--- config.mk ---
export PLATFORM = sky130hd
export DESIGN_NAME = ibcs_offset_div
export DESIGN_NICKNAME = d
export VERILOG_FILES = /design/src/design/ibcs_pkg.sv /design/src/design/ibcs_offset_div.sv
export SDC_FILE = /design/constraint.sdc
export NUM_CORES = 1
export LEC_CHECK = 0
export BUFFER_PORTS_ARGS = -buffer_cell sky130_fd_sc_hd__buf_4
export CAP_MARGIN = 5
export CORE_MARGIN = 5
export CORE_UTILIZATION = 65
export CTS_CLUSTER_SIZE = 24
export DETAILED_ROUTE_END_ITERATION = 10
export PLACE_DENSITY = 0.83
export REMOVE_ABC_BUFFERS = 1
export SYNTH_ARGS = -nofsm -noshare
export SYNTH_HDL_FRONTEND = slang
export SYNTH_SLANG_ARGS = --single-unit
--- constraint.sdc ---
create_clock -name clock -period 7.02 [get_ports clock]
set_input_delay 0.351 -clock clock [delete_from_list [all_inputs] [get_ports clock]]
set_output_delay 0.351 -clock clock [all_outputs]
set_load 0.01 [all_outputs]
--- src/design/ibcs_pkg.sv ---
`default_nettype none

package ibcs_pkg;

   localparam int AXES        = 6;
   localparam int AXIS_IDX_W  = 3;
   localparam int ACCEL_Z     = 2;

   localparam int RAW_W       = 16;
   localparam int SUM_W       = 26;
   localparam int GRAV_W      = 15;
   localparam logic [GRAV_W-1:0] GRAV_RESET = 15'd16384;
   localparam int CAL_SAMPLES_DEFAULT = 200;

   localparam int ACCEL_W     = 16;
   localparam int RATE_W      = 19;

   // filter value is q8 fixed point
   localparam int FILT_W      = 28;
   localparam int FRAC_BITS   = 8;
   localparam int QMAG_W      = 26;

   // scale n*NUM/DEN is split into n*(NUM/DEN) plus floor(n*rem/DEN) by reciprocal
   localparam longint ACC_NUM = 980665;
   localparam longint ACC_DEN = 6400;
   localparam longint GYR_NUM = 256000;
   localparam longint GYR_DEN = 131;

   localparam int SCALE_INT_W   = 11;
   localparam int SCALE_SHIFT   = 28;
   localparam int SCALE_RECIP_W = 28;

   localparam longint ACC_INT   = ACC_NUM / ACC_DEN;
   localparam longint ACC_REM   = ACC_NUM % ACC_DEN;
   localparam longint ACC_RECIP = (ACC_REM * (longint'(1) << SCALE_SHIFT) + ACC_DEN - 1) / ACC_DEN;
   localparam longint GYR_INT   = GYR_NUM / GYR_DEN;
   localparam longint GYR_REM   = GYR_NUM % GYR_DEN;
   localparam longint GYR_RECIP = (GYR_REM * (longint'(1) << SCALE_SHIFT) + GYR_DEN - 1) / GYR_DEN;

   typedef enum logic {
      AXIS_ACCEL = 1'b0,
      AXIS_GYRO  = 1'b1
   } axis_kind_type;

   typedef struct packed {
      logic s1_load;
      logic s2_load;
      logic s3_load;
      logic out_load;
      logic seeded;
   } lane_ctl_type;

   function automatic int out_width(axis_kind_type kind);
      return (kind == AXIS_GYRO) ? RATE_W : ACCEL_W;
   endfunction

endpackage

`default_nettype wire

--- src/design/ibcs_offset_div.sv ---
`default_nettype none

module ibcs_offset_div #(
   parameter int DIVISOR = ibcs_pkg::CAL_SAMPLES_DEFAULT
) (
   input  logic                              clock,
   input  logic                              reset,
   input  logic                              in_valid,
   input  logic [ibcs_pkg::AXIS_IDX_W-1:0]   in_idx,
   input  logic [ibcs_pkg::SUM_W-1:0]        in_sum,
   output logic                              out_valid,
   output logic [ibcs_pkg::AXIS_IDX_W-1:0]   out_idx,
   output logic [ibcs_pkg::RAW_W-1:0]        out_quot
);

   localparam int SUM_W   = ibcs_pkg::SUM_W;
   localparam int IDX_W   = ibcs_pkg::AXIS_IDX_W;
   // exact floor(n/DIVISOR) for every sum magnitude with a rounded-up reciprocal
   localparam int SHIFT   = SUM_W - 1 + $clog2(DIVISOR + 1);
   localparam int RECIP_W = SHIFT + 1;
   localparam int LO_W    = RECIP_W / 2;
   localparam int HI_W    = RECIP_W - LO_W;
   localparam logic [RECIP_W-1:0] RECIP =
      RECIP_W'(((longint'(1) << SHIFT) + longint'(DIVISOR) - 1) / longint'(DIVISOR));
   localparam logic [LO_W-1:0] RECIP_LO = RECIP[LO_W-1:0];
   localparam logic [HI_W-1:0] RECIP_HI = RECIP[RECIP_W-1:LO_W];

   logic                    v1_ff, v2_ff, v3_ff;
   logic [IDX_W-1:0]        idx1_ff, idx2_ff, idx3_ff;
   logic                    neg1_ff, neg2_ff, neg3_ff;
   logic [SUM_W-1:0]        mag1_ff, mag2_ff;
   logic [SUM_W+LO_W-1:0]   plo2_ff, plo3_ff;
   logic [SUM_W+HI_W-1:0]   phi3_ff;

   logic [SUM_W-1:0]        mag1_in;
   logic [SUM_W+LO_W-1:0]   plo2_in;
   logic [SUM_W+HI_W-1:0]   phi3_in;
   logic [SUM_W+RECIP_W-1:0] full;
   logic [SUM_W-1:0]        quot;
   logic [SUM_W-1:0]        quot_signed;

   always_comb begin
      mag1_in     = in_sum[SUM_W-1] ? (SUM_W'(0) - in_sum) : in_sum;
      plo2_in     = mag1_ff * RECIP_LO;
      phi3_in     = mag2_ff * RECIP_HI;
      full        = {phi3_ff, LO_W'(0)} + (SUM_W+RECIP_W)'(plo3_ff);
      quot        = full[SHIFT +: SUM_W];
      quot_signed = neg3_ff ? (SUM_W'(0) - quot) : quot;
   end

   always_ff @(posedge clock) begin
      if (reset) begin
         v1_ff <= 1'b0;
         v2_ff <= 1'b0;
         v3_ff <= 1'b0;
      end else begin
         v1_ff <= in_valid;
         v2_ff <= v1_ff;
         v3_ff <= v2_ff;
      end
   end

   always_ff @(posedge clock) begin
      idx1_ff <= in_idx;
      neg1_ff <= in_sum[SUM_W-1];
      mag1_ff <= mag1_in;
      idx2_ff <= idx1_ff;
      neg2_ff <= neg1_ff;
      mag2_ff <= mag1_ff;
      plo2_ff <= plo2_in;
      idx3_ff <= idx2_ff;
      neg3_ff <= neg2_ff;
      plo3_ff <= plo2_ff;
      phi3_ff <= phi3_in;
   end

   assign out_valid = v3_ff;
   assign out_idx   = idx3_ff;
   assign out_quot  = quot_signed[ibcs_pkg::RAW_W-1:0];

endmodule

`default_nettype wire

== Yosys cells after proc, flatten, opt, wreduce, memory -nomap -nowiden ==
Index checks and enable logic that the tools add are counted.

* Register bits after elaboration: 185
* Input bits: 32
* Output and inout port bits: 20
* Logic and storage cells: 22

* $add $sub $neg: 3
* Multipliers: 2
* Multiplexer cells: 2

{| class="wikitable"
|+ Operators with widths
! kind !! number
|-
| adder 49 x 43 -> 49 bit || 1
|-
| multiplier 26 x 17 -> 43 bit, second input constant || 1
|-
| multiplier 26 x 9 -> 32 bit, second input constant || 1
|-
| subtractor 1 x 26 -> 26 bit, first input constant || 1
|-
| two-way mux 25 bit || 1
|-
| two-way mux 16 bit || 1
|-
| subtractor 1 x 16 -> 16 bit, first input constant || 1
|}

== Logic depth before layout (Yosys ltp) ==
* Depth after elaboration: 3
* Depth in mapped cells: 21
* Mapped depth without buffers: 21

== Worst setup path before layout ==
OpenSTA, ideal clock, no wires.

* Path kind: register -> register
* Start: reg mag1_ff[6]
* End: reg plo2_ff[42]
* Setup time: 0.121 ns
* Arrival: 5.462 ns
* Data required time: 6.899 ns
* Path slack: 1.438 ns
* Cell stages (with the launch flop): 21
* Buffers on the path: 0
* Clock period less this slack: 5.582 ns
* Cell sequence: dfxtp_1 -> ha_1 -> inv_1 -> fa_1 -> inv_1 -> fa_1 -> fa_1 -> inv_1 -> fa_1 -> fa_1 -> inv_1 -> ha_1 -> nand2_1 -> inv_1 -> nand3_1 -> or4_1 -> a211o_1 -> a311oi_1 -> o21a_1 -> nor2_1 -> xnor2_1

* Cells in the longest elaborated chain, start to end: 1

{| class="wikitable"
|+ Ends and longest elaborated chain
! what !! line !! text
|-
| start, declared || ibcs_offset_div.sv:31 || <nowiki>logic [SUM_W-1:0] mag1_ff, mag2_ff;</nowiki>
|-
| start signal, assigned || ibcs_offset_div.sv:66 || <nowiki>mag1_ff <= mag1_in;</nowiki>
|-
| multiplier 26 x 17 -> 43 bit || ibcs_offset_div.sv:44 || <nowiki>plo2_in = mag1_ff * RECIP_LO;</nowiki>
|-
| via plo2_in[42] || ibcs_offset_div.sv:36 || <nowiki>logic [SUM_W+LO_W-1:0] plo2_in;</nowiki>
|-
| end signal, assigned || ibcs_offset_div.sv:70 || <nowiki>plo2_ff <= plo2_in;</nowiki>
|-
| end, declared || ibcs_offset_div.sv:32 || <nowiki>logic [SUM_W+LO_W-1:0] plo2_ff, plo3_ff;</nowiki>
|}

The timed path passes the listed nets, and every way through them passes these cells.
A chain may end at the register's enable or synchronous reset.

== Worst setup path in the final report ==
* Start: reg mag1_ff[15]
* End: reg plo2_ff[36]

The elaborated chain is that of the path after synthesis.

==> reports/qor.txt <==
Critical Path RT: 7.37 ns
initial antenna violation count: 0
Final Hold Fails: 0
ys flop type: dfxtp_1
Ports: 52
Fill cells: 1731
post-synth cell types: 76
Remaining Overflow, GRT: 0
TritonRoute pass-1 iters: 7
Reg clk slew, reported paths: 0.07 ns
worst min path class: input port to flip-flop
PnR worst setup slack: 0.832 ns
DRC: 0
status: finished, final reports clean
crit-path max FO: 7
multi-input logic area: 11700 µm²
largest net degree at the start of global routing: 28
RSZ-0062 raised after global routing: false
vias: 11029
Reg area: 3020 µm²
Die Span X: 166 µm
CTS resizes: 0
CTS tree: done
fmax: 162 MHz
TritonCTS Sinks: 151
average wire per standard cell: 17.8 µm
DP Worst Slack: 0.953 ns
Max Used Layer: met4
worst clock skew: 0.0129 ns
post-route ant nets: 0
Post-synth EDFFs: 0
later-pin clock latency in the skew report: 0.44 ns
Fin Setup TNS: 0 ns
dominant cells by area after synthesis: ha_1 26%, fa_1 24%, dfxtp_1 19%, inv_1 7.0%, xnor2_1 3.9%
max capacitance violation total: 0
WL met3: 1720 µm
Ys Warns: 0
# diodes: 0
post-DP HPWL: 28500 µm
share of synthesized registers carrying an async set or reset: 0
Setup CP Type: flip-flop to flip-flop
Slew Viols, Final: 0
wire length on met2: 17500 µm
first-pass GRT wire length: 58300 µm
core area: 24200 µm²
root buf cell: clkbuf_16
crit path DAT: 6.54 ns
CTS max path bufs: 2
min Tclk post-route: 6.19 ns
Layout Area Growth over Synthesis: 8.59%
WL final: 34500 µm
crit end category: flip-flop
Yosys top cell by area: ha_1
crit path launch type: flip-flop
# nets final: 2156
Port Buf Inserts: 51
vias in the first global route: 11873
CTS buffer count: 17
row cnt: 57
Post-Syn Area: 15800 µm²
Worst-Margin Slew: 0.843 ns
FF-to-FF setup slack: 0.83 ns
drt initial violations: 591
Seq/Total Area, Yosys: 0.191
fin crit share: 0.881
mean post-synth cell area: 10.3 µm²
gr usage total: 0.262
vias per cell: 5.69
Yosys reg bits: 151
Max H-tree Level: 4
Placer Congestion: 0.938
share of the synthesized area in the top cell type: 0.260
share of cells above drive strength 1: 0.0705
M1 wire length: 14200 µm
Die Y: 166 µm
Initial Utilization: 0.655
die area: 27600 µm²
Mapped Cells: 1537
max_slew headroom: 0.423
Final Setup Violations: 0
## sequential cells by signal, indices dropped and copies added, names as in the netlist, 3 cells and up
name,count
idx1_ff,3
idx2_ff,3
mag1_ff,26
mag2_ff,23
out_idx,3
phi3_ff,31
plo2_ff,29
plo3_ff,27
## final timing paths
kind / from / cells after the start / to
worst max-delay path: mag1_ff[15] / 19 / plo2_ff[36]
worst min-delay path: reset / 2 / v1_ff
worst max register to register: mag1_ff[15] / 19 / plo2_ff[36]
worst min register to register: idx2_ff[0] / 0 / out_idx[0]
## layout by cell type, fill, tap and decap left out, types with 22 or more instances in the layout
master   Yosys  layout
a21o_1      47      47
xnor2_1     71      71
a21oi_1     56      56
nand2_1     55      55
ha_1       329     329
nand3_1     22      22
fa_1       192     192
buf_4        1      51
inv_1      294     294
dfxtp_1    151     151
o21ai_0     42      42
nor2_1      46      46
## critical path: stages (launching register included)
cell and delay, ns:
dfxtp_1 0.63, ha_1 0.35, fa_1 0.55, inv_1 0.05, fa_1 0.49, fa_1 0.54
fa_1 0.52, fa_1 0.59, inv_1 0.05, ha_1 0.23, a21o_1 0.18, a21o_1 0.17
a21o_1 0.21, nand2b_1 0.16, a41oi_1 0.35, a21oi_1 0.21, a21oi_1 0.27, o21bai_1 0.13
a21oi_1 0.24, xnor2_1 0.18
## cell type report
class                   instances  area share
flip-flops and latches        151       0.176
clock inverters                14     0.00815
repair buffers                 55      0.0246
multi-input cells            1084       0.679
inverters                     294      0.0642
well taps                     324      0.0236
clock buffers                  18      0.0249
## cell usage after synthesis (3+ instances only)
cell type	n
o21bai_1	6
o31a_1	3
nand2_1	55
or2_2	5
ha_1	329
nand3b_1	3
o21a_1	13
and4_1	4
or4_1	5
nand3_1	22
xnor2_1	71
nor4_1	4
a21oi_1	56
nand2b_1	10
o21ai_0	42
dfxtp_1	151
o31ai_1	8
nor2_1	46
a21o_1	47
a311oi_1	5
a211o_1	5
o211ai_1	9
nor2b_1	12
a31oi_1	6
a211oi_1	11
fa_1	192
inv_1	294
clkbuf_1	5
or3_1	6
o41ai_1	4
a221oi_1	4
nor3_1	14
xor2_1	20
nand4_1	8
and3_1	10
## kinds of logic after synthesis
logic type | Yosys count | share of synthesized area
AOI/OAI and AO/OA | 253 | 0.112
xor gates and xnor gates | 91 | 0.0503
adders and majority gates | 521 | 0.502
buffers and inverters | 302 | 0.0720
DFF | 151 | 0.191
muxes | 1 | 0.000711
and+or+nand+nor | 218 | 0.0714
## metrics by stage
step	instances	hold WS, ns	instance area (µm²)	util
floorplan	1529	0.310	15800	-
global placement	1904	0.310	16600	0.686
detailed placement	1904	0.312	16600	0.686
CTS	1936	0.00734	17200	0.710
global route	1940	0.0702	17200	0.712
finish	1940	0.0815	17200	0.712
## routing by layer
metal,GRT usage,vias up
met5,0,-
met4,0.0832,0
met3,0.0436,78
met2,0.466,316
met1,0.325,5329
li1,-,5306
## timing repair
action                    4_1_cts  5_1_grt
hold buffers                    0        4
setup buffers                   0        0
hold endpoints to repair        0        4
Power is not shown: default switching activity piles up to over one toggle a cycle in this logic, so the estimate is an artifact.
