**src/design/ibcs_pkg.sv**
```systemverilog
`default_nettype none

package ibcs_pkg;

   localparam int AXES        = 6;
   localparam int AXIS_IDX_W  = 3;
   localparam int ACCEL_Z     = 2;

   localparam int RAW_W       = 16;
   localparam int SUM_W       = 26;
   localparam int GRAV_W      = 15;
   localparam logic [GRAV_W-1:0] GRAV_RESET = 15'd16384;
   localparam int CAL_SAMPLES_DEFAULT = 200;

   localparam int ACCEL_W     = 16;
   localparam int RATE_W      = 19;

   // filter value is q8 fixed point
   localparam int FILT_W      = 28;
   localparam int FRAC_BITS   = 8;
   localparam int QMAG_W      = 26;

   // scale n*NUM/DEN is split into n*(NUM/DEN) plus floor(n*rem/DEN) by reciprocal
   localparam longint ACC_NUM = 980665;
   localparam longint ACC_DEN = 6400;
   localparam longint GYR_NUM = 256000;
   localparam longint GYR_DEN = 131;

   localparam int SCALE_INT_W   = 11;
   localparam int SCALE_SHIFT   = 28;
   localparam int SCALE_RECIP_W = 28;

   localparam longint ACC_INT   = ACC_NUM / ACC_DEN;
   localparam longint ACC_REM   = ACC_NUM % ACC_DEN;
   localparam longint ACC_RECIP = (ACC_REM * (longint'(1) << SCALE_SHIFT) + ACC_DEN - 1) / ACC_DEN;
   localparam longint GYR_INT   = GYR_NUM / GYR_DEN;
   localparam longint GYR_REM   = GYR_NUM % GYR_DEN;
   localparam longint GYR_RECIP = (GYR_REM * (longint'(1) << SCALE_SHIFT) + GYR_DEN - 1) / GYR_DEN;

   typedef enum logic {
      AXIS_ACCEL = 1'b0,
      AXIS_GYRO  = 1'b1
   } axis_kind_type;

   typedef struct packed {
      logic s1_load;
      logic s2_load;
      logic s3_load;
      logic out_load;
      logic seeded;
   } lane_ctl_type;

   function automatic int out_width(axis_kind_type kind);
      return (kind == AXIS_GYRO) ? RATE_W : ACCEL_W;
   endfunction

endpackage

`default_nettype wire

```
**src/design/ibcs_axis_lane.sv**
```systemverilog
`default_nettype none

module ibcs_axis_lane #(
   parameter ibcs_pkg::axis_kind_type KIND = ibcs_pkg::AXIS_ACCEL
) (
   input  logic                                 clock,
   input  ibcs_pkg::lane_ctl_type               ctl,
   input  logic [ibcs_pkg::RAW_W-1:0]           raw,
   input  logic [ibcs_pkg::RAW_W-1:0]           offset,
   output logic [ibcs_pkg::out_width(KIND)-1:0] result
);

   localparam int RAW_W   = ibcs_pkg::RAW_W;
   localparam int QMAG_W  = ibcs_pkg::QMAG_W;
   localparam int FILT_W  = ibcs_pkg::FILT_W;
   localparam int FRAC_W  = ibcs_pkg::FRAC_BITS;
   localparam int INT_W   = ibcs_pkg::SCALE_INT_W;
   localparam int RCP_W   = ibcs_pkg::SCALE_RECIP_W;
   localparam int OUT_W   = ibcs_pkg::out_width(KIND);
   localparam logic [INT_W-1:0] SCALE_INT = (KIND == ibcs_pkg::AXIS_GYRO) ?
      INT_W'(ibcs_pkg::GYR_INT) : INT_W'(ibcs_pkg::ACC_INT);
   localparam logic [RCP_W-1:0] SCALE_RECIP = (KIND == ibcs_pkg::AXIS_GYRO) ?
      RCP_W'(ibcs_pkg::GYR_RECIP) : RCP_W'(ibcs_pkg::ACC_RECIP);

   logic [RAW_W-1:0]        raw_ff;
   logic [QMAG_W-1:0]       int_ff;
   logic [RAW_W-1:0]        frac_ff;
   logic                    neg_ff;
   logic [FILT_W-1:0]       q_ff;
   logic [FILT_W-1:0]       filt_ff;
   logic [OUT_W-1:0]        result_ff;

   logic [RAW_W-1:0]        diff;
   logic                    neg_in;
   logic [RAW_W-1:0]        mag;
   logic [RAW_W+INT_W-1:0]  int_prod;
   logic [RAW_W+RCP_W-1:0]  frac_prod;
   logic [QMAG_W-1:0]       qmag;
   logic [FILT_W-1:0]       qext;
   logic [FILT_W-1:0]       q_in;
   logic [FILT_W-1:0]       base;
   logic [FILT_W:0]         pair;
   logic [FILT_W:0]         rounded;
   logic [FILT_W-1:0]       filt_in;
   logic [FILT_W:0]         biased;
   logic [OUT_W-1:0]        result_in;

   always_comb begin
      diff      = raw_ff - offset;
      neg_in    = diff[RAW_W-1];
      mag       = neg_in ? (RAW_W'(0) - diff) : diff;
      int_prod  = mag * SCALE_INT;
      frac_prod = mag * SCALE_RECIP;

      qmag = int_ff + QMAG_W'(frac_ff);
      qext = FILT_W'(qmag);
      q_in = neg_ff ? (FILT_W'(0) - qext) : qext;

      // first run request loads the filter with its own value
      base    = ctl.seeded ? filt_ff : q_ff;
      pair    = {base[FILT_W-1], base} + {q_ff[FILT_W-1], q_ff};
      // halve toward zero
      rounded = pair + (FILT_W+1)'(pair[FILT_W]);
      filt_in = rounded[FILT_W:1];
      // drop fraction toward zero
      biased  = {filt_in[FILT_W-1], filt_in} +
                (filt_in[FILT_W-1] ? (FILT_W+1)'({FRAC_W{1'b1}}) : (FILT_W+1)'(0));
      result_in = biased[FRAC_W +: OUT_W];
   end

   always_ff @(posedge clock) begin
      if (ctl.s1_load) begin
         raw_ff <= raw;
      end
      if (ctl.s2_load) begin
         int_ff  <= int_prod[QMAG_W-1:0];
         frac_ff <= frac_prod[ibcs_pkg::SCALE_SHIFT +: RAW_W];
         neg_ff  <= neg_in;
      end
      if (ctl.s3_load) begin
         q_ff <= q_in;
      end
      if (ctl.out_load) begin
         filt_ff   <= filt_in;
         result_ff <= result_in;
      end
   end

   assign result = result_ff;

endmodule

`default_nettype wire
```
**config.mk**
```make
export PLATFORM = sky130hd
export DESIGN_NAME = ibcs_axis_lane
export DESIGN_NICKNAME = d
export VERILOG_FILES = /design/src/design/ibcs_pkg.sv /design/src/design/ibcs_axis_lane.sv
export SDC_FILE = /design/constraint.sdc
export NUM_CORES = 1
export LEC_CHECK = 0
export BUFFER_PORTS_ARGS = -buffer_cell sky130_fd_sc_hd__buf_4
export CAP_MARGIN = 10
export CORE_MARGIN = 2
export CORE_UTILIZATION = 45
export CTS_BUF_LIST = sky130_fd_sc_hd__clkbuf_2
export DETAILED_ROUTE_END_ITERATION = 16
export PLACE_DENSITY = 0.72
export SETUP_SLACK_MARGIN = 0.15
export SLEW_MARGIN = 25
export SYNTH_ARGS = -nofsm -noshare
export SYNTH_HDL_FRONTEND = slang
export SYNTH_SLANG_ARGS = --single-unit
```
**constraint.sdc**
```tcl
create_clock -name clock -period 9.1 [get_ports clock]
set_input_delay 0.455 -clock clock [delete_from_list [all_inputs] [get_ports clock]]
set_output_delay 0.455 -clock clock [all_outputs]
set_load 0.03 [all_outputs]
```
**Word level (Yosys, flattened, before mapping)**

Index checks and enable logic that the tools add are counted.

- Add/sub/neg operators: 7
- Multipliers: 2
- Mux-type cells: 4

Operators by type and width:

| cell | count |
|---|---|
| multiplier 16 x 25 -> 41 bit (second input constant) | 1 |
| adder 28 x 27 -> 29 bit | 1 |
| adder 29 x 1 -> 29 bit | 1 |
| 2-to-1 mux 28 bit | 1 |
| 2-to-1 mux 26 bit | 1 |
| subtractor 1 x 25 -> 26 bit (first input constant) | 1 |
| adder 24 x 14 -> 25 bit | 1 |
| adder 24 x 9 -> 24 bit | 1 |
| multiplier 16 x 8 -> 24 bit (second input constant) | 1 |
| 2-to-1 mux 16 bit | 1 |
| subtractor 1 x 16 -> 16 bit (first input constant) | 1 |
| subtractor 16 bit | 1 |
| 2-to-1 mux 8 bit | 1 |

- Register bits after elaboration: 126
- Input port bits: 38
- Output and inout bits: 16
- Word-level logic and storage cells: 21

**Longest topological paths before layout**

Gate-level depths: netlist (run 1).

- Depth in word-level cells: 5
- Mapped depth: 39
- Depth with buffers taken out: 39

**Worst setup path after synthesis (run 1)**

No wires, ideal clock.

- Path type: input to register
- Start: in offset[0] (netlist name)
- End: reg frac_ff[13] (data pin)
- Library setup time: 0.260 ns
- Data arrival time: 9.171 ns
- Required time: 8.840 ns
- Setup slack: -0.331 ns
- Cell stages on the path: 37
- Path buffers: 0
- Cell sequence: ha_1 inv_1 fa_1 a21o_1 a21oi_1 o21bai_1 a21oi_1 o21ai_0 a41o_1 a311o_1 a211oi_1 nor2_1 xor2_1 nor4_1 ha_1 inv_1 fa_1 fa_1 inv_1 fa_1 inv_1 fa_1 fa_1 inv_1 ha_1 a21o_1 a21o_1 a21oi_1 o221ai_1 nor3_1 mux2i_1 and4_1 a21oi_1 o21ai_0 a31oi_1 o21bai_1 xnor2_1

- Word-level cells in the longest chain between the ends: 4

Ends and longest elaborated chain:

| what | RTL line | text |
|---|---|---|
| start, declared | ibcs_axis_lane.sv:9 | `input logic [ibcs_pkg::RAW_W-1:0] offset,` |
| subtractor 16 bit (*) | ibcs_axis_lane.sv:49 | `diff = raw_ff - offset;` |
| subtractor 1 x 16 -> 16 bit | ibcs_axis_lane.sv:51 | `mag = neg_in ? (RAW_W'(0) - diff) : diff;` |
| 2-to-1 mux 16 bit (*) | ibcs_axis_lane.sv:51 |  |
| multiplier 16 x 25 -> 41 bit (*) | ibcs_axis_lane.sv:53 | `frac_prod = mag * SCALE_RECIP;` |
| net frac_prod[41] | ibcs_axis_lane.sv:37 | `logic [RAW_W+RCP_W-1:0] frac_prod;` |
| end signal, assigned | ibcs_axis_lane.sv:77 | `frac_ff <= frac_prod[ibcs_pkg::SCALE_SHIFT +: RAW_W];` |
| end, declared | ibcs_axis_lane.sv:27 | `logic [RAW_W-1:0] frac_ff;` |

The timed path passes the listed nets; every way through them passes the cells marked *.
A chain may end at the register's enable or synchronous reset.

**Worst setup path after layout (run 1)**

- Start: reg raw_ff[0]
- End: reg frac_ff[8] (data pin)

- Word-level cells in the longest chain between the ends: 4

Ends and longest elaborated chain:

| what | RTL line | text |
|---|---|---|
| start, declared | ibcs_axis_lane.sv:25 | `logic [RAW_W-1:0] raw_ff;` |
| start signal, assigned | ibcs_axis_lane.sv:73 | `raw_ff <= raw;` |
| subtractor 16 bit (*) | ibcs_axis_lane.sv:49 |  |
| subtractor 1 x 16 -> 16 bit | ibcs_axis_lane.sv:51 |  |
| 2-to-1 mux 16 bit (*) | ibcs_axis_lane.sv:51 |  |
| multiplier 16 x 25 -> 41 bit (*) | ibcs_axis_lane.sv:53 |  |
| net frac_prod[36] | ibcs_axis_lane.sv:37 |  |

Marked as above.

==> impl_metrics.json, run 1 <==
{
  "status": "completed",
  "syn_nets": 2263,
  "clock_path_buffers": 2,
  "crit_top_cell": "buf_6",
  "gp_congestion": 0.949,
  "synth_warnings": 0,
  "slowest_stage": "fa_2",
  "worstMarginPinSlew_ps": 869,
  "viasPerCell": 5.38,
  "wl_per_cell_microns": 17.0,
  "cap_violations": 0,
  "synth_ff_type": "edfxtp_1",
  "synth_commonest_cells": "inv_1, ha_1, fa_1, edfxtp_1, xnor2_1",
  "grt_pass1_wl_microns": 69000,
  "fin_cells": 2523,
  "drive_above_1_share_pct": 16.9,
  "fp.dieH_microns": 202,
  "hp-start": "ctl[3]",
  "place_ws_ps": -570,
  "core_area_sq_um": 38600,
  "synth_edf_count": 125,
  "yosysMostFrequentCell": "inv_1",
  "fin_ws_ps": 200,
  "cts_sinks": 125,
  "drc": 0,
  "insertion_delay_ps": 800,
  "placed_area_sq_um": 19400,
  "drtIter0Drc": 700,
  "io_buffer_count": 53,
  "setup_viol": 0,
  "wirelength_microns": 42900,
  "cts_buffers": 17,
  "track_usage_pct": 21.4,
  "area_growth_pct": 15.2,
  "seq_area_frac_synth_pct": 21.4,
  "slowest_delay_ps": 560,
  "fmaxAchievable_mhz": 112,
  "cts_tree": "built",
  "cp-end-kind": "flip-flop",
  "dr.pass1.iters": 5,
  "period_minus_slack_ps": 8900,
  "critical_path_class": "flip-flop to flip-flop",
  "synth_cell_types": 83,
  "reg2reg_to": "frac_ff[8]",
  "arrival_ps": 9460,
  "synth_seq_cells": 125,
  "grt_pass1_vias": 13900,
  "min_period_over_period_pct": 97.8,
  "crit_path_start_kind": "flip-flop",
  "synth.cell_area_sq_um": 17600,
  "drv_slew": 0,
  "timing_hold_violations_final": 0,
  "cts-htree-levels": 4,
  "relSlewSlack_pct": 41.7,
  "initial_core_util_pct": 45.6,
  "critPathMaxFanout": 4,
  "path_clk_slew_ps": 240,
  "drtAntennaViolNets": 0,
  "die_x_microns": 202,
  "grt_overflow_total": 0,
  "r2r_setup_slack_ps": 200,
  "rsz0062_at_grt": "true",
  "synth_top_area_share_pct": 21.4,
  "r2r-start": "raw_ff[0]",
  "hold_end": "int_ff[13]",
  "holdCritPathClass": "input pin to flip-flop",
  "dr_total_vias": 13600,
  "hold_depth": 1,
  "place_hpwl_microns": 35700,
  "design_area_sq_um": 20200,
  "antenna_found_initial": 1,
  "postSynthCellCount": 1795,
  "ys_top_cells_by_area": "edfxtp_1, ha_1, fa_1",
  "syn_area_per_cell_sq_um": 9.79,
  "synthArstFlopShare_pct": 0,
  "placedCellCount": 2452,
  "grt_max_degree": 45,
  "crit_required_ps": 9660,
  "ios": 54,
  "dieArea_sq_um": 40600,
  "fin_nets": 2459,
  "worst-r2r-cell-count": 44,
  "clockRootBuffer": "clkbuf_2",
  "rows": 72,
  "yosysTopAreaCell": "edfxtp_1",
  "skew_ps": 51.6
}
==> timing repair <==
| action | CTS | global route |
|---|---|---|
| setup endpoints to repair | 11 | 13 |
| setup buffers | 11 | 9 |
| hold buffers | 18 | 0 |
| pin swaps | 17 | 53 |
| endpoints found under the hold margin | 58 | 0 |
| gates resized for setup | 17 | 53 |
==> area by class of cell <==
cell class	count	area [sq um]
fill	3467	18300
multi-input combinational	1307	12700
sequential	125	3750
timing repair buffer	209	1660
inverter	331	1240
tap	518	648
clock inverter	15	138
clock buffer	17	85.1
antenna	1	2.50
==> metrics by stage <==
step | utilization [%] | hold WS, ps | setup TNS [ps]
floorplan | - | 554 | 0
CTS | 51.7 | 19.5 | 0
finish | 52.5 | 122 | 0
global route | 52.5 | 41.9 | -301
detailed placement | 50.3 | 634 | -3940
global placement | 50.3 | 634 | -1970
==> worst max-delay path: cells and delay by family, from the launching register on <==
kind	cells	cell delay, ps
compound gates	9	1590
xor+xnor	3	270
fa+ha+maj	9	3670
buf+inv	15	1350
flops	1	400
mux	1	170
simple gates	7	1270
==> cell usage in the layout (no fill, tap or decap), types with 8 or more instances in the layout <==
cell type      netlist  routed
inv_1              331     321
ha_1               279     271
buf_4                3     182
fa_1               151     144
edfxtp_1           125     125
xnor2_1            109     105
a21oi_1             76      68
nand2_1             69      68
nor2_1              67      66
o21ai_0             55      52
xor2_1              46      45
a21o_1              42      42
nand3_1             30      30
mux2_2              28      28
nand4_1             27      27
nor3_1              29      24
and2_1              19      19
dlygate4sd3_1        0      18
o21a_1              17      17
clkbuf_2             0      17
or3_1               16      16
and3_1              16      16
o21bai_1            16      16
nor2b_1             16      15
or2_2               15      12
o31ai_1             12      12
nor3b_1             12      12
nand2b_1            11      11
a211oi_1            11      11
a31oi_1             11      10
inv_2                0      10
o211ai_1            10      10
a21oi_2              2       9
a211o_1              8       8
buf_6                3       8
==> cell families (layout without fill, tap and decap cells) <==
family / Yosys count / count (layout) / synth area share [%]
compound gates: 324 / 324 / 12.7
fa+ha+maj: 430 / 430 / 37.1
other cells: 0 / 1 / 0
simple gates: 367 / 367 / 11.2
mux: 31 / 31 / 1.97
xor+xnor: 155 / 155 / 7.73
flops: 125 / 125 / 21.4
buf+inv: 363 / 572 / 7.96
==> routing by layer <==
metal  share of wire (%)  track usage [%]  wire length, microns  up-vias
met4                 3.9             9.01                  1650        0
met3                 3.6             3.00                  1530       91
li1                    -                -                     -     6613
met5                   0                0                     0        -
met2                  52             39.4                 22200      348
met1                  41             24.8                 17500     6526
==> how the worst max path moves through the flow <==
stage / startpoint / to / slack, ps / cells past startpoint
after floorplan: offset[0] / frac_ff[13] / 170 / 37
after global placement: offset[0] / frac_ff[13] / -350 / 39
after detailed placement: offset[1] / frac_ff[13] / -570 / 36
after CTS: raw_ff[0] / frac_ff[8] / 160 / 40
after global routing: raw_ff[0] / frac_ff[13] / -110 / 42
final: raw_ff[0] / frac_ff[8] / 200 / 44
==> sequential cells by signal (all words and copies together), names as in the netlist <==
register / flops
neg_ff: 1
filt_ff: 28
int_ff: 24
raw_ff: 16
result: 16
q_ff: 26
frac_ff: 14
Power of run 1 is not shown: default switching activity piles up to over one toggle a cycle in this logic, so the estimate is an artifact.
==> run 2, diff against run 1 <==
==> constraint.sdc (replaced) <==
create_clock -name clock -period 7.69 [get_ports clock]
set_input_delay 0.3845 -clock clock [delete_from_list [all_inputs] [get_ports clock]]
set_output_delay 0.3845 -clock clock [all_outputs]
set_load 0.03 [all_outputs]
==> run 2 against run 1 <==
Critical path depth down 3. The run now ends with setup timing left. Highest routed layer unchanged. Sequential cell count unchanged. Clock skew rose by 8.4 ps. Worst hold slack got worse by 46 ps. Cell area increased by 4.5%.
==> impl_metrics.json, run 2 (same netlist as run 1, synthesis figures left out) <==
{
  "slowest_delay_ps": 590,
  "ios": 54,
  "setup_viol": 14,
  "timing_hold_violations_final": 0,
  "clock_path_buffers": 2,
  "min_period_over_period_pct": 114,
  "dieArea_sq_um": 40600,
  "cts-htree-levels": 4,
  "largestRegisters": "filt_ff (28), q_ff (26), int_ff (24)",
  "cts_sinks": 125,
  "grtUsageMet3_pct": 3.01,
  "cap_violations": 0,
  "drc": 0,
  "drive_above_1_share_pct": 21.6,
  "num-fill-cells": 3353,
  "grt_pass1_wl_microns": 73500,
  "holdCritPathClass": "input pin to flip-flop",
  "insertion_delay_ps": 780,
  "layout_common_cells": "inv_1, buf_4, ha_1",
  "r2r_setup_slack_ps": -1090,
  "regMostFlops": "filt_ff",
  "gp_congestion": 0.955,
  "area_growth_pct": 20.4,
  "status": "finished, violations left",
  "grt_overflow_total": 0,
  "core_area_sq_um": 38600,
  "crit_top_cell": "inv_2",
  "wirelength_microns": 45200,
  "critPathMaxFanout": 4,
  "fmaxAchievable_mhz": 114,
  "track_usage_pct": 22.8,
  "drtAntennaViolNets": 0,
  "crit_path_start_kind": "flip-flop",
  "wl_per_cell_microns": 17.3,
  "critical_path_class": "flip-flop to flip-flop",
  "grt_pass1_vias": 15000,
  "cts_buffers": 17,
  "fin_nets": 2556,
  "slowest_stage": "fa_1",
  "rsz0062_at_grt": "true",
  "largest_reg_flops": 28,
  "skew_ps": 60.0,
  "cp_top_family": "adder cells",
  "io_buffer_count": 53,
  "crit_required_ps": 8190,
  "fin_ws_ps": -1090,
  "grt.met2_usage_pct": 42.7,
  "grt_max_degree": 45,
  "clockRootBuffer": "clkbuf_2",
  "grt_util_met1_pct": 25.2,
  "fp.dieH_microns": 202,
  "die_x_microns": 202,
  "dr.pass1.iters": 6,
  "place_hpwl_microns": 38000,
  "arrival_ps": 9280,
  "grt-busiest-layer": "met2",
  "worstMarginPinSlew_ps": 815,
  "crit_buf_inv": 13,
  "cp-end-kind": "flip-flop",
  "initial_core_util_pct": 45.6,
  "layout_commonest_cell": "inv_1",
  "cts_tree": "built",
  "rows": 72,
  "relSlewSlack_pct": 45.3,
  "path_clk_slew_ps": 230,
  "antenna_found_initial": 1,
  "viasPerCell": 5.41,
  "period_minus_slack_ps": 8780,
  "drv_slew": 0,
  "drtIter0Drc": 555,
  "final.setup.tns_ps": -12680,
  "violations": "setup timing",
  "dr_total_vias": 14200
}
run 2: cell count changes in the layout (fill, tap and decap cells not counted), sizes merged:
cell,previous run,this run
bufinv,1,2
clkinv,5,8
inv,336,333
clkinvlp,4,1
clkbuf,17,18
buf,191,288
run 2: per-stage QoR:
step	setup WS [ps]	instances	cell area (sq um)	hold WS [ps]	utilization (%)
floorplan	-763	1795	17700	483	-
global placement	-1010	2552	20300	563	52.5
detailed placement	-1210	2552	20300	564	52.5
CTS	-1050	2609	20800	16.9	53.9
global route	-1440	2619	21200	4.82	54.9
finish	-1090	2619	21200	76.8	54.9
run 2: what timing repair did:
item | in CTS | in global routing
hold endpoints to repair | 58 | 0
pin swaps | 7 | 43
setup endpoints to repair | 16 | 23
resized for setup | 16 | 55
gates cloned | 0 | 0
hold buffers | 18 | 0
buffers inserted | 8 | 9
run 2: path summary, 6_finish.rpt:
path	start	to	cells past startpoint
max reg2reg	raw_ff[0]	frac_ff[8]	41
min	ctl[3]	frac_ff[13]	1
max	raw_ff[0]	frac_ff[8]	41
min reg2reg	int_ff[21]	q_ff[21]	2
run 2: final cells by class:
type	count	area, sq um	area share (%)
multi-input cells	1307	12900	61.0
inverters	331	1240	5.89
diodes	1	2.50	0.0118
repair buffers	306	2370	11.2
clock buffers	18	90.1	0.426
flip-flops and latches	125	3750	17.7
well taps	518	648	3.06
clock inverters	13	141	0.668
run 2: routing by layer:
| metal | share of wire, % | up-vias |
|---|---|---|
| met4 | 5.4 | 0 |
| met2 | 52 | 374 |
| met5 | 0 | - |
| met3 | 3.6 | 138 |
| li1 | - | 6809 |
| met1 | 39 | 6840 |
Power of run 2 is left out for the same reason.
